--- src/rtl/tsg_pkg.sv ---
// Shared types and constants of the text-mode scanline generator.
// Used by the channel interfaces and every module of the block; depends on nothing.
package tsg_pkg;

  // Screen and timing geometry
  localparam int COLUMNS      = 32;
  localparam int ROWS         = 24;
  localparam int GLYPH_HEIGHT = 8;
  localparam int TOTAL_LINES  = 262;
  localparam int FIRST_ACTIVE = 47;
  localparam int SYNC_LINES   = 3;
  localparam int ACTIVE_LINES = ROWS * GLYPH_HEIGHT;
  localparam int SCREEN_CELLS = COLUMNS * ROWS;
  localparam int FONT_BYTES   = 256 * GLYPH_HEIGHT;

  // Field widths
  localparam int FUNC_W  = 2;
  localparam int ADDR_W  = 11;
  localparam int DATA_W  = 8;
  localparam int LINE_W  = 9;
  localparam int COL_W   = 5;
  localparam int PIX_W   = 8;
  localparam int CUR_W   = 6;
  localparam int MASK_W  = 8;
  localparam int ROW_W   = $clog2(ROWS);
  localparam int SUB_W   = $clog2(GLYPH_HEIGHT);
  localparam int SCR_AW  = $clog2(SCREEN_CELLS);
  localparam int FONT_AW = $clog2(FONT_BYTES);

  localparam logic [DATA_W-1:0] FILL_GLYPH = 8'h8f;

  // Input function codes
  localparam logic [FUNC_W-1:0] FUNC_TICK      = 2'd0;
  localparam logic [FUNC_W-1:0] FUNC_WR_SCREEN = 2'd1;
  localparam logic [FUNC_W-1:0] FUNC_WR_FONT   = 2'd2;

  // Configuration port
  localparam int CFG_AW    = 4;
  localparam int CFG_DW    = 32;
  localparam int REG_IDX_W = 2;
  localparam logic [REG_IDX_W-1:0] REG_CURSOR_COL  = 2'd0;
  localparam logic [REG_IDX_W-1:0] REG_CURSOR_ROW  = 2'd1;
  localparam logic [REG_IDX_W-1:0] REG_INVERT_MASK = 2'd2;

  // Command queue between front and back
  localparam int QUEUE_DEPTH = 4;
  localparam int QPTR_W      = $clog2(QUEUE_DEPTH);
  localparam int QCNT_W      = $clog2(QUEUE_DEPTH + 1);

  typedef enum logic [1:0] {
    CMD_WR_SCREEN,
    CMD_WR_FONT,
    CMD_BLANK,
    CMD_ACTIVE
  } cmd_kind_t;

  typedef struct packed {
    cmd_kind_t          kind;
    logic [ADDR_W-1:0]  addr;
    logic [DATA_W-1:0]  data;
    logic [LINE_W-1:0]  line;
    logic [ROW_W-1:0]   row;
    logic [SUB_W-1:0]   sub;
  } cmd_t;

  typedef struct packed {
    logic [CUR_W-1:0]  cursor_col;
    logic [CUR_W-1:0]  cursor_row;
    logic [MASK_W-1:0] invert_mask;
  } cfg_t;

  typedef enum logic [1:0] {
    BK_IDLE,
    BK_FILL,
    BK_FILLW,
    BK_RUN
  } bk_state_t;

endpackage

--- src/rtl/tsg_cmd_queue.sv ---
// Short command queue that decouples the front end from the back end.
// Depends on tsg_pkg.
module tsg_cmd_queue import tsg_pkg::*; (
  input  logic clk,
  input  logic rst_n,
  input  logic push,
  input  cmd_t push_cmd,
  input  logic pop,
  output logic full,
  output logic q_valid,
  output cmd_t q_cmd
);

  cmd_t              q_mem_r [QUEUE_DEPTH];
  logic [QPTR_W-1:0] wr_ptr_r;
  logic [QPTR_W-1:0] rd_ptr_r;
  logic [QCNT_W-1:0] count_r;

  assign full    = (count_r == QCNT_W'(QUEUE_DEPTH));
  assign q_valid = (count_r != '0);
  assign q_cmd   = q_mem_r[rd_ptr_r];

  always_ff @(posedge clk) begin
    if (push) begin
      q_mem_r[wr_ptr_r] <= push_cmd;
    end
  end

  always_ff @(posedge clk) begin
    if (!rst_n) begin
      wr_ptr_r <= '0;
      rd_ptr_r <= '0;
      count_r  <= '0;
    end else begin
      if (push) begin
        wr_ptr_r <= wr_ptr_r + 1'b1;
      end
      if (pop) begin
        rd_ptr_r <= rd_ptr_r + 1'b1;
      end
      if (push && !pop) begin
        count_r <= count_r + 1'b1;
      end else if (pop && !push) begin
        count_r <= count_r - 1'b1;
      end
    end
  end

endmodule

--- config.mk ---
export PLATFORM = sky130hd
export DESIGN_NAME = tsg_cmd_queue
export DESIGN_NICKNAME = d
export VERILOG_FILES = /design/src/rtl/tsg_pkg.sv /design/src/rtl/tsg_cmd_queue.sv
export SDC_FILE = /design/constraint.sdc
export NUM_CORES = 1
export LEC_CHECK = 0
export ABC_AREA = 1
export BUFFER_PORTS_ARGS = -buffer_cell sky130_fd_sc_hd__buf_2
export CORE_ASPECT_RATIO = 2
export CORE_MARGIN = 3
export CORE_UTILIZATION = 50
export DETAILED_ROUTE_END_ITERATION = 10
export PLACE_DENSITY = 0.72
export SLEW_MARGIN = 20
export SYNTH_ARGS = -nofsm -noshare
export SYNTH_HDL_FRONTEND = slang
export SYNTH_SLANG_ARGS = --single-unit
--- constraint.sdc ---
create_clock -name clk -period 3.05 [get_ports clk]
set_input_delay 0 -clock clk [delete_from_list [all_inputs] [get_ports clk]]
set_output_delay 0 -clock clk [all_outputs]
set_load 0.02 [all_outputs]
==> metrics.json, run 1 <==
{
  "status": {
    "run_status": "finished clean"
  },
  "synthesis": {
    "synth_area_leader_cell": "edfxtp_1",
    "yosys.cell_types.count": 20,
    "yosys_register_bits": 161,
    "synth-seq-area-share_pct": 77.98,
    "synth_top_flop_cell": "edfxtp_1",
    "synth_nets": 475,
    "number_of_flops_mapped_to_enable_cells_by_yosys": 152,
    "yosysTopAreaCellShare_pct": 75.02,
    "synth-async-reset-ratio_pct": 0,
    "yosys.cell_count.top_type": "edfxtp_1",
    "synth.yosys.warnings": 0,
    "synthTopCellsByArea": "edfxtp_1 (75%), o21ai_0 (6.1%), nor2_1 (5.1%)",
    "synth_top_cells_by_count": "edfxtp_1 (152), nor2_1 (82), o21ai_0 (74)",
    "synthCells": 427,
    "synthesis.area_per_instance_um2": 14.25,
    "syn_area_um2": 6085
  },
  "floorplan": {
    "initial_core_util_pct": 51.38,
    "io-pin-count": 82,
    "fp.dieW_um": 84.01,
    "std_cell_rows": 56,
    "dieArea_um2": 13610,
    "die_h_um": 162.0,
    "core_area_um2": 11840
  },
  "timing": {
    "finalCriticalPeriod_ps": 2187,
    "hold_viol_final": 0,
    "worst_hold_slack_ps": 339.7,
    "clock.fmax_mhz": 457.2,
    "timing_worst_slew_pin_value_ps": 930.6,
    "drv_slew": 0,
    "period_share_pct": 71.71,
    "totalNegativeSetupSlack_ps": 0,
    "maxSlewHeadroom_pct": 37.87,
    "setup_clock_skew_after_layout_ps": 5.120,
    "postLayoutSetupSlackWorst_ps": 862.9,
    "rsz0062_at_grt": "false",
    "final_setup_violation_count": 0
  },
  "setup_path": {
    "arrival_ps": 2190,
    "cp_max_fo": 59,
    "cp-end-kind": "output pin",
    "worst_setup_path_start_kind": "flip-flop",
    "timing_worst_setup_path_type": "reg2out",
    "required_ps": 3050
  },
  "placed_design": {
    "routability_congestion": 0.7761,
    "place_worst_setup_slack_ps": 1284,
    "buffer_ports.inserted": 81,
    "half_perimeter_wire_length_after_placement_um": 6985
  },
  "drt": {
    "ant_nets": 0,
    "detailroute.via_count": 3887,
    "number_of_vias_per_cell": 5.513,
    "totalWireLength_um": 12090,
    "route.detailed.drc": 0,
    "drt_first_iter_violations": 210,
    "wire_per_inst_um": 17.15,
    "drt-pass1-iter-count": 5
  },
  "global_route": {
    "first_global_vias": 4108,
    "first_pass_grt_wire_length_um": 18910,
    "largest_net_degree_at_the_start_of_global_routing": 77,
    "grt_antenna_before_repair": 0,
    "gr-total-overflow": 0,
    "grt_util_all_layers_pct": 18.00
  },
  "power": {
    "share_of_total_power_in_sequential_cells_pct": 50.6,
    "share_clk_of_total_power_pct": 39.1,
    "power.switching_fraction_pct": 24.27,
    "comb_power_share_pct": 10.4,
    "net-switching-power_uw": 1226,
    "fin_total_pwr_uw": 5051,
    "power.ir.vdd_worst_uv": 475.7,
    "total_leakage_power_uw": 0.002710,
    "p_int_uw": 3826,
    "pwr_density_cell_nw_per_um2": 673.4
  },
  "clocking": {
    "numCtsBuffers": 17,
    "path_clk_slew_ps": 60,
    "clock_latency_ps": 410,
    "clock_tree.buffer_depth": 2,
    "tritoncts": "done",
    "clock-root-buffer": "clkbuf_16",
    "htree_num_levels": 4,
    "cts.repair_timing.setup_buffer_count": 0,
    "total_number_of_clock_tree_sinks": 161
  },
  "layout": {
    "fin_nets": 595,
    "layout-area-overhead-vs-synth_pct": 23.28,
    "antenna-diode-count": 0,
    "final_layout_size_suffix_gt1_share_pct": 21.79
  },
  "flow_run": {
    "timing.max_cap.violations": 0
  },
  "min_path": {
    "timing.hold.worst.class": "in2reg"
  }
}
## final timing paths
check	from	end	slack, ps	cells after the start
max	flip-flop	q_cmd[8]	860	5
min	push_cmd[7]	q_mem_r[3][7]	340	2
max reg2reg	wr_ptr_r[0]	q_mem_r[0][27]	1330	4
min reg2reg	rd_ptr_r[1]	flip-flop	450	1
## per-layer routing
metal	share of wire [%]	wire, µm	vias up	GRT usage (%)
met5	0	0	-	0
met4	3.3	399	0	12.15
met3	5.0	599	37	4.416
met2	54	6572	139	31.25
met1	37	4521	1893	19.03
li1	-	-	1818	-
## worst max-delay path, cell delays in order, from the launching register on
cell and delay [ps]:
dfxtp_2 320, inv_2 670, buf_4 350, nor2_1 60
o22ai_1 180, buf_2 200
## cells in the final DEF, fill, tap and decap left out, drive strengths merged
cell type / Yosys / final
a21oi: 4 / 4
buf: 15 / 84
bufinv: 0 / 1
clkbuf: 9 / 17
clkinv: 0 / 5
clkinvlp: 0 / 5
dfxtp: 9 / 9
dlygate4sd3: 0 / 41
edfxtp: 152 / 152
fa: 1 / 1
ha: 5 / 5
inv: 17 / 21
nand2: 10 / 10
nand3: 1 / 1
nand4: 1 / 1
nor2: 82 / 82
nor3: 1 / 1
o21ai: 82 / 82
o22ai: 38 / 38
## power by group through the flow
stage	clock network (µW)	logic, µW	registers, µW
2_1_floorplan	0	318	2590
3_3_place_gp	0	472	2600
3_5_place_dp	0	487	2600
4_1_cts	1990	529	2550
5_1_grt	2080	574	2560
6_report	1970	524	2550
## cell type report
type / count / area, µm²
clock buffer: 17 / 425.4
clock inverter: 15 / 133.9
fill: 861 / 4340
inverter: 17 / 63.81
multi-input combinational: 225 / 1112
sequential: 161 / 4746
tap: 145 / 181.4
timing repair buffer: 125 / 838.3
## repair_timing
action | 4_1_cts | 5_1_grt
hold buffers | 41 | 0
resized for setup | 0 | 0
hold endpoints to repair | 161 | 0
## logic make-up after synthesis
family / count (synthesis) / share of synthesized area [%]
buf+inv: 41 / 3.743
compound gates: 124 / 10.98
fa+ha+maj: 6 / 1.357
simple gates: 95 / 5.943
flops: 161 / 77.98
## sequential cells by signal, indices dropped and copies added, names as in the netlist, named ones only
register,cells
rd_ptr_r,2
wr_ptr_r,2
q_mem_r,152
count_r,3
## metrics by stage
step	area, µm²	utilization, %	instances
CTS	7501	63.35	705
global placement	6531	55.16	632
floorplan	6085	-	427
finish	7501	63.35	705
global route	7501	63.35	705
detailed placement	6531	55.16	632
Note: power is estimated with default switching activity, not from simulation.
==> inputs of run 2 (changes only) <==
- clock period: 3.05 -> 2.2 ns (I/O delays scaled with it)
==> metrics.json, run 2 (synthesis results as in run 1) <==
{
  "setup_path": {
    "cp-end-kind": "output pin",
    "r2r-start": "wr_ptr_r[0]",
    "worst_reg2reg_path_depth": 5,
    "arrival_ps": 2040,
    "path_cells": "inv_2, buf_4, o21ai_0, o22ai_1, buf_2",
    "ff2ff_setup_slack_ps": 630,
    "regToRegEndpoint": "q_mem_r[0][7]",
    "cp_max_fo": 35,
    "critPathTopFamily": "buffers and inverters",
    "cell_with_the_largest_stage_delay_on_the_worst_path": "inv_2",
    "worst_setup_path_start_kind": "flip-flop",
    "timing.critical_path.slowest_cell_delay_ps": 440,
    "required_ps": 2200,
    "timing_worst_setup_path_type": "reg2out",
    "crit_buf_inv": 3
  },
  "timing": {
    "period_share_pct": 92.53,
    "worst_hold_slack_ps": 328.4,
    "totalNegativeSetupSlack_ps": 0,
    "hold_viol_final": 0,
    "clock.fmax_mhz": 491.3,
    "setup_clock_skew_after_layout_ps": 7.832,
    "maxSlewHeadroom_pct": 60.03,
    "drv_slew": 0,
    "rsz0062_at_grt": "false",
    "finalCriticalPeriod_ps": 2036,
    "timing_worst_slew_pin_value_ps": 598.7,
    "final_setup_violation_count": 0
  },
  "layout": {
    "layout-area-overhead-vs-synth_pct": 25.62,
    "layout.cells.most_common": "edfxtp_1",
    "layout_top_registers": "q_mem_r x152, count_r x3",
    "antenna-diode-count": 0,
    "final_layout_size_suffix_gt1_share_pct": 22.40,
    "largest_register_by_flop_count": "q_mem_r",
    "post_route_design_area_um2": 7644,
    "mostFrequentLayoutCells": "edfxtp_1 (152), nor2_1 (82), buf_2 (81)",
    "fin_nets": 602,
    "number_of_flip_flops_under_the_largest_register_name": 152,
    "fin_cells": 712
  },
  "power": {
    "share_clk_of_total_power_pct": 40.3,
    "pwr_density_cell_nw_per_um2": 939.9,
    "comb_power_share_pct": 10.6,
    "net-switching-power_uw": 1641,
    "power.ir.vdd_worst_uv": 664.3,
    "share_of_total_power_in_sequential_cells_pct": 49.2,
    "power.switching_fraction_pct": 22.84,
    "p_int_uw": 5544,
    "total_leakage_power_uw": 0.002783
  },
  "flow_run": {
    "timing.max_cap.violations": 0
  },
  "clocking": {
    "clock_tree.buffer_depth": 2,
    "cts.repair_timing.setup_buffer_count": 0,
    "clock-root-buffer": "clkbuf_16",
    "path_clk_slew_ps": 60,
    "htree_num_levels": 4,
    "tritoncts": "done",
    "clock_latency_ps": 410,
    "total_number_of_clock_tree_sinks": 161,
    "numCtsBuffers": 17
  },
  "global_route": {
    "grt_antenna_before_repair": 0,
    "first_pass_grt_wire_length_um": 19130,
    "grt_util_all_layers_pct": 18.53,
    "largest_net_degree_at_the_start_of_global_routing": 77,
    "gr-total-overflow": 0,
    "first_global_vias": 4013
  },
  "status": {
    "run_status": "finished clean"
  },
  "min_path": {
    "worst_hold_startpoint": "push_cmd[11]",
    "worst_hold_path.endpoint": "q_mem_r[0][11]",
    "worst_hold_path.num_cells": 2,
    "timing.hold.worst.class": "in2reg"
  },
  "drt": {
    "met2_length_um": 6604,
    "drt_first_iter_violations": 417,
    "top_signal_layer_used": "met4",
    "totalWireLength_um": 11980,
    "ant_nets": 0,
    "detailroute.via_count": 3867,
    "route.detailed.drc": 0,
    "number_of_vias_per_cell": 5.431,
    "drt-pass1-iter-count": 4,
    "met3_length_um": 539,
    "wire_per_inst_um": 16.83,
    "routedLengthMet1_um": 4475
  },
  "floorplan": {
    "initial_core_util_pct": 51.38,
    "fp.dieW_um": 84.01,
    "core_area_um2": 11840,
    "std_cell_rows": 56,
    "die_h_um": 162.0,
    "io-pin-count": 82,
    "dieArea_um2": 13610
  },
  "placed_design": {
    "routability_congestion": 0.7729,
    "buffer_ports.inserted": 81,
    "dp_cells": 639,
    "half_perimeter_wire_length_after_placement_um": 7303,
    "detailed_place.area_um2": 6634
  }
}
run 2: layout make-up:
type | instances | area [µm²]
Sequential cell | 161 | 4746
Fill cell | 862 | 4198
Multi-Input combinational cell | 225 | 1112
Timing Repair Buffer | 132 | 944.7
Clock buffer | 19 | 432.9
Tap cell | 145 | 181.4
Clock inverter | 13 | 162.7
Inverter | 17 | 63.81
run 2: worst max-delay path by stage:
stage / start / endpoint / slack (ps) / cells past startpoint
after floorplan: wr_ptr_r[0] / q_mem_r[2][0] / 470 / 4
after global placement: flip-flop / q_cmd[28] / 620 / 4
after detailed placement: flip-flop / q_cmd[35] / 600 / 5
after CTS: flip-flop / q_cmd[35] / 140 / 5
after global routing: flip-flop / q_cmd[35] / 30 / 5
final: flip-flop / q_cmd[35] / 160 / 5
run 2: power groups by stage:
stage / clock, µW / combinational, µW / sequential, µW
6_report: 2890 / 759 / 3530
5_1_grt: 3040 / 831 / 3540
4_1_cts: 2930 / 764 / 3530
3_5_place_dp: 0 / 705 / 3590
3_3_place_gp: 0 / 685 / 3590
2_1_floorplan: 0 / 441 / 3590
run 2: timing repair:
action,CTS,global route
endpoints found under the setup margin,0,2
gates resized for setup,0,1
hold endpoints to repair,161,0
hold buffers,41,0
run 2: per-stage QoR:
step	worst slack [ps]	util, %	power [µW]
finish	164.4	64.55	7184
global route	34.26	64.55	7416
CTS	143.5	64.52	7224
detailed placement	597.1	56.02	4300
global placement	620.4	56.02	4274
floorplan	470.9	-	4032
run 2: layer usage:
layer,GRT usage (%),vias up
li1,-,1836
met1,19.46,1881
met2,33.54,117
met3,4.315,33
met4,10.40,0
met5,0,-
==> inputs of run 3 (changes only) <==
- clock period: 2.2 -> 2.3 ns (I/O delays scaled with it)
==> metrics.json, run 3 (synthesis results as in run 1) <==
{
  "status": {
    "run_status": "finished clean"
  },
  "drt": {
    "ant_nets": 0,
    "drt-pass1-iter-count": 4,
    "wire_per_inst_um": 17.26,
    "drt_first_iter_violations": 290,
    "totalWireLength_um": 12270,
    "number_of_vias_per_cell": 5.385,
    "detailroute.via_count": 3829,
    "route.detailed.drc": 0
  },
  "setup_path": {
    "path_cells": "inv_2, buf_4, o21ai_0, o22ai_1, buf_2",
    "cp_max_fo": 54,
    "r2r-start": "wr_ptr_r[0]",
    "worst_setup_path_start_kind": "flip-flop",
    "cell_with_the_largest_stage_delay_on_the_worst_path": "dfxtp_2",
    "cp-end-kind": "output pin",
    "ff2ff_setup_slack_ps": 680,
    "timing.critical_path.slowest_cell_delay_ps": 470,
    "timing_worst_setup_path_type": "reg2out",
    "required_ps": 2300,
    "regToRegEndpoint": "q_mem_r[2][9]",
    "arrival_ps": 2120,
    "worst_reg2reg_path_depth": 5
  },
  "layout": {
    "mostFrequentLayoutCells": "edfxtp_1 (152), nor2_1 (82), buf_2 (81)",
    "layout.cells.most_common": "edfxtp_1",
    "layout_top_registers": "q_mem_r x152, count_r x3",
    "number_of_flip_flops_under_the_largest_register_name": 152,
    "layout.filler_cells": 840,
    "layout-area-overhead-vs-synth_pct": 24.16,
    "final_layout_size_suffix_gt1_share_pct": 21.73,
    "largest_register_by_flop_count": "q_mem_r",
    "fin_nets": 601,
    "antenna-diode-count": 0
  },
  "global_route": {
    "gr-total-overflow": 0,
    "first_pass_grt_wire_length_um": 19750,
    "first_global_vias": 4136,
    "grt_antenna_before_repair": 0,
    "largest_net_degree_at_the_start_of_global_routing": 55,
    "grt_util_all_layers_pct": 18.99
  },
  "clocking": {
    "clock-root-buffer": "clkbuf_16",
    "htree_num_levels": 4,
    "cts.repair_timing.setup_buffer_count": 0,
    "tritoncts": "done",
    "clock_latency_ps": 420,
    "clock_tree.buffer_depth": 2,
    "total_number_of_clock_tree_sinks": 161,
    "numCtsBuffers": 17,
    "path_clk_slew_ps": 60
  },
  "floorplan": {
    "dieArea_um2": 13610,
    "die_h_um": 162.0,
    "core_area_um2": 11840,
    "std_cell_rows": 56,
    "initial_core_util_pct": 51.38,
    "io-pin-count": 82,
    "fp.dieW_um": 84.01
  },
  "timing": {
    "maxSlewHeadroom_pct": 55.50,
    "setup_clock_skew_after_layout_ps": 17.11,
    "final_setup_violation_count": 0,
    "clock.fmax_mhz": 472.7,
    "drv_slew": 0,
    "timing_worst_slew_pin_value_ps": 667.4,
    "period_share_pct": 91.99,
    "rsz0062_at_grt": "false",
    "finalCriticalPeriod_ps": 2116,
    "hold_viol_final": 0,
    "totalNegativeSetupSlack_ps": 0,
    "worst_hold_slack_ps": 327.4
  },
  "min_path": {
    "timing.hold.worst.class": "in2reg",
    "worst_hold_startpoint": "push_cmd[0]",
    "worst_hold_path.endpoint": "q_mem_r[0][0]",
    "worst_hold_path.num_cells": 2
  },
  "power": {
    "share_of_total_power_in_sequential_cells_pct": 51.4,
    "power.ir.vdd_worst_uv": 612.2,
    "comb_power_share_pct": 10.8,
    "total_leakage_power_uw": 0.002734,
    "pwr_density_cell_nw_per_um2": 873.5,
    "net-switching-power_uw": 1541,
    "p_int_uw": 5058,
    "power.switching_fraction_pct": 23.35,
    "share_clk_of_total_power_pct": 37.8
  },
  "placed_design": {
    "routability_congestion": 0.7594,
    "half_perimeter_wire_length_after_placement_um": 7484,
    "buffer_ports.inserted": 81
  },
  "flow_run": {
    "timing.max_cap.violations": 0
  }
}
-- run 3: cell types whose count changed in the layout (fill, tap and decap cells not counted), moves of 2 or more --
cell        change
clkinvlp_4      +3
clkinv_1        +2
clkinv_4        -4
bufinv_16       -2
-- run 3: per-layer routing --
metal  part of all wire [%]  GRT usage, %  wire, µm
met5                      0             0         0
met3                    4.2         6.294       510
met4                    1.3         8.785       165
met2                     57         33.65      7043
met1                     37         20.24      4553
-- run 3: layout make-up --
type | instances | area [µm²] | share of cell area, %
Clock buffer | 20 | 436.7 | 5.780
Timing Repair Buffer | 131 | 920.9 | 12.19
Inverter | 17 | 63.81 | 0.8447
Clock inverter | 12 | 93.84 | 1.242
Sequential cell | 161 | 4746 | 62.82
Tap cell | 145 | 181.4 | 2.401
Multi-Input combinational cell | 225 | 1112 | 14.72
-- run 3: worst max-delay path by stage --
stage	slack (ps)	startpoint	end	cells past startpoint
2_1_floorplan	570	wr_ptr_r[0]	q_mem_r[2][0]	4
6_report	180	flip-flop	q_cmd[12]	5
5_1_grt	40	flip-flop	q_cmd[12]	5
4_1_cts	160	flip-flop	q_cmd[12]	5
3_5_place_dp	610	flip-flop	q_cmd[12]	5
3_3_place_gp	680	flip-flop	q_cmd[12]	5
-- run 3: power by group through the flow --
stage	Clock [µW]	Combinational, µW	Sequential [µW]
after global routing	2660	789	3400
final	2500	713	3390
after CTS	2530	720	3390
after floorplan	0	422	3430
after detailed placement	0	664	3450
after global placement	0	643	3440
-- run 3: metrics by stage --
stage / utilization, % / setup slack [ps] / power [µW] / cell area (µm²) / instances
after floorplan: - / 570.9 / 3857 / 6085 / 427
after global placement: 55.85 / 679.0 / 4086 / 6614 / 638
after detailed placement: 55.85 / 611.2 / 4114 / 6614 / 638
after CTS: 63.80 / 162.6 / 6639 / 7555 / 711
after global routing: 63.80 / 39.54 / 6848 / 7555 / 711
final: 63.80 / 184.3 / 6599 / 7555 / 711
-- run 3: worst max-delay path: cells and delay by family (launching register included) --
| kind | cells | cell delay, ps |
|---|---|---|
| AOI/OAI and AO/OA | 2 | 440 |
| buffers and inverters | 3 | 780 |
| DFF | 1 | 470 |
-- run 3: timing repair --
action | 4_1_cts | 5_1_grt
hold buffers | 41 | 0
endpoints found under the hold margin | 161 | 0
resized for setup | 0 | 0
