==> src/rtl/tsg_pkg.sv <==
// Shared types and constants of the text-mode scanline generator.
// Used by the channel interfaces and every module of the block; depends on nothing.
package tsg_pkg;

  // Screen and timing geometry
  localparam int COLUMNS      = 32;
  localparam int ROWS         = 24;
  localparam int GLYPH_HEIGHT = 8;
  localparam int TOTAL_LINES  = 262;
  localparam int FIRST_ACTIVE = 47;
  localparam int SYNC_LINES   = 3;
  localparam int ACTIVE_LINES = ROWS * GLYPH_HEIGHT;
  localparam int SCREEN_CELLS = COLUMNS * ROWS;
  localparam int FONT_BYTES   = 256 * GLYPH_HEIGHT;

  // Field widths
  localparam int FUNC_W  = 2;
  localparam int ADDR_W  = 11;
  localparam int DATA_W  = 8;
  localparam int LINE_W  = 9;
  localparam int COL_W   = 5;
  localparam int PIX_W   = 8;
  localparam int CUR_W   = 6;
  localparam int MASK_W  = 8;
  localparam int ROW_W   = $clog2(ROWS);
  localparam int SUB_W   = $clog2(GLYPH_HEIGHT);
  localparam int SCR_AW  = $clog2(SCREEN_CELLS);
  localparam int FONT_AW = $clog2(FONT_BYTES);

  localparam logic [DATA_W-1:0] FILL_GLYPH = 8'h8f;

  // Input function codes
  localparam logic [FUNC_W-1:0] FUNC_TICK      = 2'd0;
  localparam logic [FUNC_W-1:0] FUNC_WR_SCREEN = 2'd1;
  localparam logic [FUNC_W-1:0] FUNC_WR_FONT   = 2'd2;

  // Configuration port
  localparam int CFG_AW    = 4;
  localparam int CFG_DW    = 32;
  localparam int REG_IDX_W = 2;
  localparam logic [REG_IDX_W-1:0] REG_CURSOR_COL  = 2'd0;
  localparam logic [REG_IDX_W-1:0] REG_CURSOR_ROW  = 2'd1;
  localparam logic [REG_IDX_W-1:0] REG_INVERT_MASK = 2'd2;

  // Command queue between front and back
  localparam int QUEUE_DEPTH = 4;
  localparam int QPTR_W      = $clog2(QUEUE_DEPTH);
  localparam int QCNT_W      = $clog2(QUEUE_DEPTH + 1);

  typedef enum logic [1:0] {
    CMD_WR_SCREEN,
    CMD_WR_FONT,
    CMD_BLANK,
    CMD_ACTIVE
  } cmd_kind_t;

  typedef struct packed {
    cmd_kind_t          kind;
    logic [ADDR_W-1:0]  addr;
    logic [DATA_W-1:0]  data;
    logic [LINE_W-1:0]  line;
    logic [ROW_W-1:0]   row;
    logic [SUB_W-1:0]   sub;
  } cmd_t;

  typedef struct packed {
    logic [CUR_W-1:0]  cursor_col;
    logic [CUR_W-1:0]  cursor_row;
    logic [MASK_W-1:0] invert_mask;
  } cfg_t;

  typedef enum logic [1:0] {
    BK_IDLE,
    BK_FILL,
    BK_FILLW,
    BK_RUN
  } bk_state_t;

endpackage

==> src/rtl/tsg_if.sv <==
// Valid/ready channel interfaces for input items and result items.
// Depends on tsg_pkg for the field widths.
interface tsg_in_if import tsg_pkg::*; ();
  logic              valid;
  logic              ready;
  logic [FUNC_W-1:0] func;
  logic [ADDR_W-1:0] addr;
  logic [DATA_W-1:0] data;

  modport source (output valid, func, addr, data, input ready);
  modport sink   (input valid, func, addr, data, output ready);
endinterface


==> src/rtl/tsg_front.sv <==
// Front end: accepts input transactions, keeps the scanline counter and
// classifies each item into a back-end command. Depends on tsg_pkg, tsg_in_if.
module tsg_front import tsg_pkg::*; (
  input  logic   clk,
  input  logic   rst_n,
  tsg_in_if.sink in_ch,
  input  logic   q_full,
  output logic   push,
  output cmd_t   push_cmd
);

  logic [LINE_W-1:0] line_r;
  logic [LINE_W-1:0] line_inc;
  logic [LINE_W-1:0] line_nxt;
  logic [LINE_W-1:0] rel;
  logic              in_active;
  logic              accept;
  logic              keep;

  assign in_ch.ready = !q_full;
  assign accept      = in_ch.valid && in_ch.ready;

  always_comb begin
    line_inc  = line_r + 1'b1;
    line_nxt  = (line_inc >= LINE_W'(TOTAL_LINES)) ? '0 : line_inc;
    rel       = line_nxt - LINE_W'(FIRST_ACTIVE);
    in_active = (line_nxt >= LINE_W'(FIRST_ACTIVE)) && (rel < LINE_W'(ACTIVE_LINES));

    push_cmd      = '0;
    push_cmd.addr = in_ch.addr;
    push_cmd.data = in_ch.data;
    push_cmd.line = line_nxt;
    push_cmd.row  = rel[SUB_W +: ROW_W];
    push_cmd.sub  = rel[SUB_W-1:0];
    keep          = 1'b0;
    unique case (in_ch.func)
      FUNC_TICK: begin
        push_cmd.kind = in_active ? CMD_ACTIVE : CMD_BLANK;
        keep          = 1'b1;
      end
      FUNC_WR_SCREEN: begin
        push_cmd.kind = CMD_WR_SCREEN;
        keep          = (int'(in_ch.addr) < SCREEN_CELLS);
      end
      FUNC_WR_FONT: begin
        push_cmd.kind = CMD_WR_FONT;
        keep          = (int'(in_ch.addr) < FONT_BYTES);
      end
      default: begin
        // unused function code: take and drop
        push_cmd.kind = CMD_BLANK;
        keep          = 1'b0;
      end
    endcase
  end

  assign push = accept && keep;

  always_ff @(posedge clk) begin
    if (!rst_n) begin
      line_r <= '0;
    end else if (accept && in_ch.func == FUNC_TICK) begin
      line_r <= line_nxt;
    end
  end

endmodule

==> src/flat_wrapper.sv <==
// flat-port wrapper written by rule: the top's interface ports become plain ports
module tsg_front_flat import tsg_pkg::*;
  (clk, rst_n, q_full, push, push_cmd, in_ch_valid, in_ch_func, in_ch_addr, in_ch_data, in_ch_ready);
  tsg_in_if in_ch_i ();
  input  logic clk;
  input  logic rst_n;
  input  logic q_full;
  output logic push;
  output cmd_t push_cmd;
  input wire logic [$bits(in_ch_i.valid)-1:0] in_ch_valid;
  input wire logic [$bits(in_ch_i.func)-1:0] in_ch_func;
  input wire logic [$bits(in_ch_i.addr)-1:0] in_ch_addr;
  input wire logic [$bits(in_ch_i.data)-1:0] in_ch_data;
  output wire logic [$bits(in_ch_i.ready)-1:0] in_ch_ready;
  assign in_ch_i.valid = in_ch_valid;
  assign in_ch_i.func = in_ch_func;
  assign in_ch_i.addr = in_ch_addr;
  assign in_ch_i.data = in_ch_data;
  assign in_ch_ready = in_ch_i.ready;
  tsg_front u_core (.clk(clk), .rst_n(rst_n), .in_ch(in_ch_i), .q_full(q_full), .push(push), .push_cmd(push_cmd));
endmodule
==> config.mk <==
export PLATFORM = sky130hd
export DESIGN_NAME = tsg_front_flat
export DESIGN_NICKNAME = d
export VERILOG_FILES = /design/src/rtl/tsg_pkg.sv /design/src/rtl/tsg_if.sv /design/src/rtl/tsg_front.sv /design/src/flat_wrapper.sv
export SDC_FILE = /design/constraint.sdc
export NUM_CORES = 1
export LEC_CHECK = 0
export BUFFER_PORTS_ARGS = -buffer_cell sky130_fd_sc_hd__buf_2
export CORE_MARGIN = 5
export CORE_UTILIZATION = 49
export CTS_CLUSTER_DIAMETER = 40
export CTS_CLUSTER_SIZE = 40
export DETAILED_ROUTE_END_ITERATION = 10
export HOLD_SLACK_MARGIN = 0.08
export PLACE_DENSITY_LB_ADDON = 0.12
export SYNTH_ARGS = -nofsm -noshare
export SYNTH_HDL_FRONTEND = slang
export SYNTH_SLANG_ARGS = --single-unit
==> constraint.sdc <==
create_clock -name clk -period 7.8 [get_ports clk]
set_input_delay 1.56 -clock clk [delete_from_list [all_inputs] [get_ports clk]]
set_output_delay 1.56 -clock clk [all_outputs]
set_load 0.02 [all_outputs]
==> out/results.txt, run 1 <==
status -> completed
hpwl dp -> 2.48 mm
total grt overflow -> 0
worst hold slack -> 0.563 ns
Final Skew -> 0.00605 ns
clock transition at the registers of the reported paths -> 0.07 ns
WP data required -> 6.24 ns
worst reg-to-reg path cell count -> 8
fin nets -> 217
DIE AREA -> 3720 sq um
Finish-stage setup viols -> 0
Critical Path Start Type -> flop
fmax -> 171 MHz
port bufs -> 32
Die H -> 61.0 um
top cell type's share of synthesized area -> 0.141
initial core utilization -> 0.514
Slew headroom -> 0.233
overall die width -> 61.0 um
post_cts resized -> 0
Non-Filler Instances -> 214
Final ANT Viol Nets -> 0
setup ws final -> 1.95 ns
WP data arrival -> 4.29 ns
max-slew violations -> 0
clk sinks -> 9
post-CTS setup buffer count -> 0
ys async rst share -> 0
Cell Pwr Density -> 89.2 nW/um^2
H-Tree Depth -> 1
synth warn -> 0
crit share post-route -> 0.750
# hold bufs at CTS -> 0
Synth top cells by count -> 21 x nand2_1, 20 x buf_4, 14 x inv_1, 11 x xnor2_1
io pins -> 65
endpoints failing hold -> 0
synthesized area -> 1270 sq um
initial drt markers -> 66
antenna violations before repair -> 0
vias in the first global route -> 1,192
# placed instances -> 210
R2R setup slack -> 5.13 ns
biggest regs -> u_core.line_r: 9 flops
Detailed Routing Iterations Pass 1 -> 4
sequential area share after synthesis -> 0.141
min-delay worst type -> reg2reg
post-route setup TNS -> 0 ns
clock insertion delay at the later pin of the skew report -> 0.26 ns
leakage power -> 0.605 nW
slew of the pin with the lowest slew margin -> 1.12 ns
syn_area_per_cell -> 7.20 sq um
clock tree root buffer cell -> clkbuf_4
RSZ-0062 raised after global routing -> no
Yosys reg bits -> 9
cell taking the most area after synthesis -> dfxtp_1
maximum VDD drop -> 0.0792 mV
total CTS buffers -> 3
first-pass GRT wire length -> 5.31 mm
WL/cell -> 14.6 um
EDFF count, synth -> 0
main flop type after synthesis -> dfxtp_1
proportion of layout cells with a drive suffix above 1 -> 0.217
hold endpoint -> u_core.line_r[8]$_SDFFE_PN0P_
area grow syn2layout -> 1.87%
synth top area cells -> dfxtp_1 14%, buf_4 12%, xnor2_1 7.6%
CTS tree -> yes
gr usage total -> 0.186
routability cong. -> 0.882
Max Cap Viol -> 0
Crit Path Max Fanout -> 14
critical path endpoint category -> output pin
CORE AREA -> 2480 sq um
Largest register FFs -> 9
drc violations -> 0
WL final -> 3.13 mm
largest net degree at the start of global routing -> 20
unique cell type count in the Yosys netlist -> 52
Hold Crit Start -> u_core.line_r[8]$_SDFFE_PN0P_
Worst R2R Start -> u_core.line_r[0]$_SDFFE_PN0P_
Crit Path Category -> reg2out
Largest Register -> u_core.line_r
total vias in the final route -> 1,262
Tmin final -> 5.85 ns
hold path depth -> 2
CTS Buffer Depth -> 2
DP Worst Slack -> 2.22 ns
Rows -> 18
top-count cell post-synth -> nand2_1
diode count -> 0
Vias/cell -> 5.90
Synth Instances -> 177
Synthesized Nets -> 209
worst reg2reg endpoint -> u_core.line_r[2]$_SDFFE_PN0P_
layer usage:
| layer | GRT usage | vias to the layer above | part of all wire |
|---|---|---|---|
| met5 | 0 | - | 0 |
| met4 | 0.0650 | 0 | 0.026 |
| met3 | 0.0383 | 20 | 0.071 |
| met2 | 0.295 | 60 | 0.47 |
| met1 | 0.250 | 574 | 0.43 |
| li1 | - | 608 | - |
where the power goes:
group | total [mW] | internal, mW | switching, mW | leakage [nW]
logic | 0.0289 | 0.0112 | 0.0176 | 0.517
registers | 0.0499 | 0.0468 | 0.00313 | 0.0727
clock network | 0.0370 | 0.0197 | 0.0172 | 0.0150
total | 0.116 | 0.0778 | 0.0380 | 0.605
kinds of logic (layout without fill, tap and decap cells):
kind of cell	Yosys count	after routing	synth area share
buffers and inverters	44	51	0.204
muxes	1	1	0.00786
DFF	9	9	0.141
adders and majority gates	7	7	0.0688
AOI/OAI and AO/OA	35	35	0.214
and+or+nand+nor	68	68	0.274
xor gates and xnor gates	13	13	0.0894
stage by stage:
| step | utilization | power, mW | instance area [sq um] |
|---|---|---|---|
| after global routing | 0.524 | 0.121 | 1300 |
| after floorplan | - | 0.0833 | 1270 |
| final | 0.524 | 0.116 | 1300 |
| after CTS | 0.524 | 0.116 | 1300 |
| after global placement | 0.513 | 0.0793 | 1270 |
| after detailed placement | 0.513 | 0.0799 | 1270 |
worst max-delay path, stage by stage (launching register included):
cell	delay, ns
dfxtp_1	0.49
ha_1	0.52
xnor2_1	0.18
o211ai_1	0.12
a222oi_1	0.57
nor2_1	0.09
buf_4	0.21
or2_1	0.22
inv_1	0.07
ha_1	0.21
nor4b_1	0.28
a21oi_1	0.12
o32a_1	0.35
a221o_1	0.30
o21ai_1	0.11
buf_2	0.18
layout by cell type (no fill, tap or decap), drive strengths merged, types with 3 or more instances in the layout:
cell	synthesis	routed
o21ai	4	4
dfxtp	9	9
nor2	11	11
ha	7	7
nor3	8	8
xnor2	11	11
nand3	6	6
a21boi	5	5
and2	5	5
nand2	21	21
clkbuf	2	4
inv	14	14
buf	28	33
and3	3	3
nand4	3	3
a21oi	3	3
cell type report:
type	instances	area (sq um)
tap	30	37.5
multi-input combinational	124	833
fill	252	1180
sequential	9	180
inverter	14	52.6
timing repair buffer	33	168
clock buffer	4	26.3
worst max-delay path by stage:
stage | start | end | slack (ns) | cells past startpoint
finish | u_core.line_r[0]$_SDFFE_PN0P_ | push_cmd[36] | 1.95 | 15
global route | u_core.line_r[0]$_SDFFE_PN0P_ | push_cmd[36] | 1.52 | 15
CTS | u_core.line_r[0]$_SDFFE_PN0P_ | push_cmd[36] | 1.93 | 15
detailed placement | u_core.line_r[0]$_SDFFE_PN0P_ | push_cmd[36] | 2.22 | 15
global placement | u_core.line_r[0]$_SDFFE_PN0P_ | push_cmd[36] | 2.35 | 15
floorplan | u_core.line_r[0]$_SDFFE_PN0P_ | push_cmd[36] | 2.60 | 14
(Power assumes the default switching activity.)
==> run 2: changes to the inputs <==
--- a/config.mk
+++ b/config.mk
@@ -7,7 +7,7 @@
 export LEC_CHECK = 0
 export BUFFER_PORTS_ARGS = -buffer_cell sky130_fd_sc_hd__buf_2
 export CORE_MARGIN = 5
-export CORE_UTILIZATION = 49
+export CORE_UTILIZATION = 41
 export CTS_CLUSTER_DIAMETER = 40
 export CTS_CLUSTER_SIZE = 40
 export DETAILED_ROUTE_END_ITERATION = 10
==> constraint.sdc (replaced) <==
create_clock -name clk -period 5.14 [get_ports clk]
set_input_delay 1.028 -clock clk [delete_from_list [all_inputs] [get_ports clk]]
set_output_delay 1.028 -clock clk [all_outputs]
set_load 0.02 [all_outputs]
==> out/results.txt, run 2 (synthesis gave the netlist of run 1 again) <==
CP Capture Point -> push_cmd[36]
Critical Path Start Type -> flop
R2R setup slack -> 2.72 ns (-2.41 ns)
CP delay by family, top -> compound AO/OA/AOI/OAI gates
Max Cap Viol -> 0 (unchanged)
Clk network pwr share -> 0.313 (-0.006)
status -> completed
clk sinks -> 9 (unchanged)
diode count -> 0 (unchanged)
overall die width -> 65.7 um (+7.8%)
H-Tree Depth -> 1 (unchanged)
sequential share of power -> 0.430 (about the same)
initial drt markers -> 73 (+11%)
most frequent cells in the layout -> 32 x buf_2, 21 x nand2_1, 14 x inv_1
Slew headroom -> 0.257 (+0.0237)
post-CTS setup buffer count -> 0 (unchanged)
biggest regs -> u_core.line_r: 9 flops
crit path cell chain -> and4_2 > a211o_1 > a222oi_1 > nor2_2 > or2_1 > inv_1 > ha_1 > nand2_1 > o21ai_0 > a21oi_1 > o32a_1 > a221o_1 > o21ai_1 > buf_2
post-route setup TNS -> 0 ns (unchanged)
antenna violations before repair -> 0 (unchanged)
min-delay worst type -> reg2reg
total CTS buffers -> 3 (unchanged)
Final ANT Viol Nets -> 0 (unchanged)
sw frac -> 0.327 (-0.000700)
Non-Filler Instances -> 231 (+7.9%)
commonest non-fill, non-tap cell in the layout -> buf_2
routability cong. -> 0.900 (+2.0%)
Crit Path Category -> reg2out
Rows -> 20 (+2)
first-pass GRT wire length -> 5.52 mm (+4.0%)
Sw Pwr -> 58.1 uW (+53%)
area grow syn2layout -> 7.37%
# hold bufs at CTS -> 0 (unchanged)
max-slew violations -> 0 (unchanged)
initial core utilization -> 0.421 (-0.0935)
vias in the first global route -> 1,208 (+1.3%)
proportion of layout cells with a drive suffix above 1 -> 0.267 (+0.0500)
critical path endpoint category -> output pin
drc violations -> 0 (unchanged)
io pins -> 65 (unchanged)
total grt overflow -> 0 (unchanged)
crit share post-route -> 0.926
multi-input logic area -> 861 sq um (+3.3%)
Largest Register -> u_core.line_r
DIE AREA -> 4320 sq um (+16%)
maximum VDD drop -> 0.0681 mV (-14%)
Gate power share -> 0.257 (+0.008)
hold path depth -> 2 (unchanged)
clock insertion delay at the later pin of the skew report -> 0.26 ns (about the same)
Cell Pwr Density -> 130 nW/um^2 (+45%)
DP Worst Slack -> 0.271 ns (-1.95 ns)
WL final -> 3.29 mm (+5.2%)
endpoints failing hold -> 0 (unchanged)
port bufs -> 32 (unchanged)
total vias in the final route -> 1,257 (-0.40%)
WP buf/inv -> 2 (-1)
Largest register FFs -> 9 (unchanged)
P_int -> 119 uW (+53%)
Tmin final -> 4.76 ns
worst hold slack -> 0.552 ns (-0.0114 ns)
clock transition at the registers of the reported paths -> 0.06 ns (about the same)
WP data required -> 4.11 ns (-2.13 ns)
fmax -> 210 MHz
Die H -> 65.7 um (+7.8%)
# placed instances -> 227 (+8.1%)
WP depth -> 14 (-1)
WP data arrival -> 3.73 ns (-0.56 ns)
Worst R2R Start -> u_core.line_r[1]$_SDFFE_PN0P_
slew of the pin with the lowest slew margin -> 1.09 ns (-0.0346 ns)
slowest library cell on the worst path -> a222oi_1
RSZ-0062 raised after global routing -> no
fin nets -> 220 (+1.4%)
Final Skew -> 0.000667 ns (-0.00539 ns)
CTS Buffer Depth -> 2 (unchanged)
CORE AREA -> 3030 sq um (+22%)
leakage power -> 0.618 nW (+2.2%)
gr usage total -> 0.162 (-0.0242)
Crit Path Max Fanout -> 7 (-7)
Crit. Startpoint -> u_core.line_r[1]$_SDFFE_PN0P_
largest net degree at the start of global routing -> 20 (unchanged)
hpwl dp -> 2.59 mm (+4.5%)
Detailed Routing Iterations Pass 1 -> 5 (+1)
Vias/cell -> 5.44 (-7.7%)
setup ws final -> 0.381 ns (-1.57 ns)
register area -> 183 sq um (+1.4%)
number of fill cells -> 305 (+21%)
Worst path max stage delay -> 0.44 ns (-0.13 ns)
Finish-stage setup viols -> 0 (unchanged)
clock tree root buffer cell -> clkbuf_4
worst reg2reg endpoint -> u_core.line_r[2]$_SDFFE_PN0P_
CTS tree -> yes
worst reg-to-reg path cell count -> 8 (unchanged)
WL/cell -> 14.3 um (-2.5%)
run 2: worst min path at each step:
stage,start,end,slack (ns)
after floorplan,u_core.line_r[8]$_SDFFE_PN0P_,u_core.line_r[8]$_SDFFE_PN0P_,0.49
after global placement,u_core.line_r[8]$_SDFFE_PN0P_,u_core.line_r[8]$_SDFFE_PN0P_,0.52
after detailed placement,u_core.line_r[8]$_SDFFE_PN0P_,u_core.line_r[8]$_SDFFE_PN0P_,0.54
after CTS,u_core.line_r[8]$_SDFFE_PN0P_,u_core.line_r[8]$_SDFFE_PN0P_,0.55
after global routing,u_core.line_r[8]$_SDFFE_PN0P_,u_core.line_r[8]$_SDFFE_PN0P_,0.61
final,u_core.line_r[8]$_SDFFE_PN0P_,u_core.line_r[8]$_SDFFE_PN0P_,0.55
run 2: metal layers:
metal / share of wire / global-route usage / wire length [um] / up-vias
met3: 0.10 / 0.0222 / 330 / 8
li1: - / - / - / 619
met1: 0.41 / 0.198 / 1370 / 559
met2: 0.47 / 0.274 / 1540 / 71
met5: 0 / 0 / 0 / -
met4: 0.017 / 0.0803 / 55 / 0
run 2: worst register-to-register path, stage by stage, from the launching register on:
cell	delay, ns
dfxtp_1	0.48
ha_4	0.29
nand3_1	0.21
nor3_2	0.26
xnor2_1	0.16
nor2_2	0.32
buf_4	0.22
nor3_1	0.06
a311o_1	0.31
run 2: power by group through the flow:
stage          combinational, mW  sequential [mW]  clock (mW)
2_1_floorplan             0.0529           0.0735           0
3_3_place_gp              0.0451           0.0772           0
3_5_place_dp              0.0455           0.0773           0
4_1_cts                   0.0457           0.0757      0.0590
5_1_grt                   0.0500           0.0766      0.0638
6_report                  0.0455           0.0762      0.0556
run 2: stage by stage:
stage          area [sq um]  total power, mW  utilization
2_1_floorplan          1270            0.126            -
3_3_place_gp           1310            0.122        0.433
3_5_place_dp           1310            0.123        0.433
4_1_cts                1340            0.180        0.443
5_1_grt                1370            0.190        0.452
6_report               1370            0.177        0.452
run 2: cell type report:
| class | instances | share of cell area |
|---|---|---|
| Sequential cell | 9 | 0.134 |
| Multi-Input combinational cell | 124 | 0.629 |
| Timing Repair Buffer | 36 | 0.139 |
| Tap cell | 44 | 0.0403 |
| Clock buffer | 4 | 0.0192 |
| Inverter | 14 | 0.0384 |
run 2: repair_timing:
action	4_1_cts	5_1_grt
pin swaps	0	1
endpoints found under the setup margin	1	3
cloned	0	0
resized for setup	1	7
==> run 3: changes to the inputs <==
--- a/config.mk
+++ b/config.mk
@@ -11,6 +11,7 @@
 export CTS_CLUSTER_DIAMETER = 40
 export CTS_CLUSTER_SIZE = 40
 export DETAILED_ROUTE_END_ITERATION = 10
+export GPL_TIMING_DRIVEN = 0
 export HOLD_SLACK_MARGIN = 0.08
 export PLACE_DENSITY_LB_ADDON = 0.12
 export SYNTH_ARGS = -nofsm -noshare
==> out/results.txt, run 3 (synthesis gave the netlist of run 1 again) <==
status -> completed
setup ws final -> 0.295 ns (-0.0859 ns)
proportion of layout cells with a drive suffix above 1 -> 0.378 (+0.111)
Critical Path Start Type -> flop
H-Tree Depth -> 1 (unchanged)
clock insertion delay at the later pin of the skew report -> 0.26 ns (about the same)
largest net degree at the start of global routing -> 12 (-40%)
port bufs -> 48 (+50%)
total grt overflow -> 0 (unchanged)
Max Cap Viol -> 0 (unchanged)
most frequent cells in the layout -> 50 x buf_2, 23 x buf_4, 21 x nand2_1
vias in the first global route -> 1,306 (+8.1%)
biggest regs -> u_core.line_r: 9 flops
diode count -> 0 (unchanged)
total CTS buffers -> 3 (unchanged)
CORE AREA -> 3030 sq um (unchanged)
uppermost routed layer -> met4
clock transition at the registers of the reported paths -> 0.06 ns (about the same)
worst reg-to-reg path cell count -> 8 (unchanged)
area grow syn2layout -> 27.4%
DP Worst Slack -> 0.116 ns (-0.155 ns)
overall power -> 204 uW (+15%)
WP data arrival -> 3.82 ns (+0.09 ns)
most frequent CP cell -> buf_6
Largest Register -> u_core.line_r
slowest library cell on the worst path -> a222oi_1
CP delay by family, top -> compound AO/OA/AOI/OAI gates
routability cong. -> 0.880 (-2.2%)
initial core utilization -> 0.421 (unchanged)
leakage power -> 0.801 nW (+30%)
Rows -> 20 (unchanged)
WP depth -> 15 (+1)
worst reg2reg endpoint -> u_core.line_r[2]$_SDFFE_PN0P_
Cell Pwr Density -> 126 nW/um^2 (-3.1%)
io pins -> 65 (unchanged)
met3 routed WL -> 215 um (-35%)
overall die width -> 65.7 um (unchanged)
total vias in the final route -> 1,414 (+12%)
maximum VDD drop -> 0.0846 mV (+24%)
drc violations -> 0 (unchanged)
Final Skew -> 0.00337 ns (+0.00270 ns)
Finish-stage setup viols -> 0 (unchanged)
Final ANT Viol Nets -> 0 (unchanged)
R2R setup slack -> 2.99 ns (+0.27 ns)
Tmin final -> 4.84 ns (+0.0859 ns)
slew of the pin with the lowest slew margin -> 1.02 ns (-0.0664 ns)
DIE AREA -> 4320 sq um (unchanged)
crit path cell chain -> and4_1 > buf_6 > a211o_1 > a222oi_1 > nor2_2 > buf_6 > or2_1 > inv_1 > ha_1 > nor4b_1 > a21oi_1 > o32a_1 > a221o_1 > o21ai_1 > buf_4
critical path endpoint category -> output pin
CP Capture Point -> push_cmd[36]
initial drt markers -> 55 (-25%)
fmax -> 206 MHz (-1.8%)
CTS tree -> yes
gr usage total -> 0.162 (-0.000173)
# hold bufs at CTS -> 0 (unchanged)
Slew headroom -> 0.302 (+0.0454)
Met2 Routed Length -> 1.62 mm (+5.3%)
endpoints failing hold -> 0 (unchanged)
Crit Path Category -> reg2out
clk sinks -> 9 (unchanged)
min-delay worst type -> reg2reg
met1 wire length -> 1.61 mm (+17%)
Detailed Routing Iterations Pass 1 -> 6 (+1)
WL/cell -> 12.7 um (-11%)
number of fill cells -> 306 (+0.33%)
antenna violations before repair -> 0 (unchanged)
WP buf/inv -> 4 (+2)
Crit. Startpoint -> u_core.line_r[3]$_SDFFE_PN0P_
CTS Buffer Depth -> 2 (unchanged)
Crit Path Max Fanout -> 10 (+3)
hpwl dp -> 2.78 mm (+7.4%)
Worst R2R Start -> u_core.line_r[0]$_SDFFE_PN0P_
WP data required -> 4.11 ns (about the same)
Largest register FFs -> 9 (unchanged)
max-slew violations -> 0 (unchanged)
WL final -> 3.49 mm (+6.0%)
Die H -> 65.7 um (unchanged)
Worst path max stage delay -> 0.44 ns (about the same)
Vias/cell -> 5.16 (-5.2%)
crit share post-route -> 0.943 (+0.0167)
clock tree root buffer cell -> clkbuf_4
commonest non-fill, non-tap cell in the layout -> buf_2
post-route setup TNS -> 0 ns (unchanged)
fin nets -> 263 (+20%)
RSZ-0062 raised after global routing -> no
first-pass GRT wire length -> 5.63 mm (+2.0%)
-- run 3: worst min-delay path by stage --
stage | start | to | cells after the start
after floorplan | u_core.line_r[8]$_SDFFE_PN0P_ | u_core.line_r[8]$_SDFFE_PN0P_ | 2
after global placement | u_core.line_r[8]$_SDFFE_PN0P_ | u_core.line_r[8]$_SDFFE_PN0P_ | 2
after detailed placement | u_core.line_r[8]$_SDFFE_PN0P_ | u_core.line_r[8]$_SDFFE_PN0P_ | 2
after CTS | u_core.line_r[8]$_SDFFE_PN0P_ | u_core.line_r[8]$_SDFFE_PN0P_ | 2
after global routing | u_core.line_r[8]$_SDFFE_PN0P_ | u_core.line_r[8]$_SDFFE_PN0P_ | 2
final | u_core.line_r[8]$_SDFFE_PN0P_ | u_core.line_r[8]$_SDFFE_PN0P_ | 2
-- run 3: metal layers --
layer  track usage  up-vias
met5             0        -
met4        0.0570        0
met3        0.0103        5
met2         0.275       55
met1         0.213      648
li1              -      706
-- run 3: through the flow --
stage / instance area, sq um / util / hold slack [ns] / std cells
after floorplan: 1270 / - / 0.490 / 177
after global placement: 1570 / 0.518 / 0.527 / 269
after detailed placement: 1570 / 0.518 / 0.532 / 269
after CTS: 1600 / 0.530 / 0.542 / 274
after global routing: 1620 / 0.536 / 0.589 / 274
final: 1620 / 0.536 / 0.537 / 274
-- run 3: power by group --
part	internal [mW]	leakage [nW]	switching, mW	total [mW]
Clock	0.0300	0.0150	0.0261	0.0560
Combinational	0.0329	0.712	0.0429	0.0759
Sequential	0.0707	0.0740	0.00144	0.0721
-- run 3: area by class of cell --
class | count | area, sq um | area share
well taps | 44 | 55.1 | 0.0339
inverters | 14 | 52.6 | 0.0324
flip-flops and latches | 9 | 185 | 0.114
multi-input cells | 124 | 843 | 0.520
plain buffers | 30 | 210 | 0.130
clock buffers | 4 | 26.3 | 0.0162
repair buffers | 49 | 250 | 0.154
-- run 3: worst register-to-register path: stages (launching register included) --
cell and delay [ns]:
dfxtp_4 0.41, ha_2 0.25, nand3_1 0.22, nor3_2 0.25
xnor2_1 0.16, nor2_2 0.22, buf_6 0.19, nor3_1 0.07
a311o_1 0.28
-- run 3: repair_timing --
item	in CTS	in global routing
gates resized for setup	1	8
pin swaps	1	1
setup buffers	1	0
setup endpoints to repair	2	2
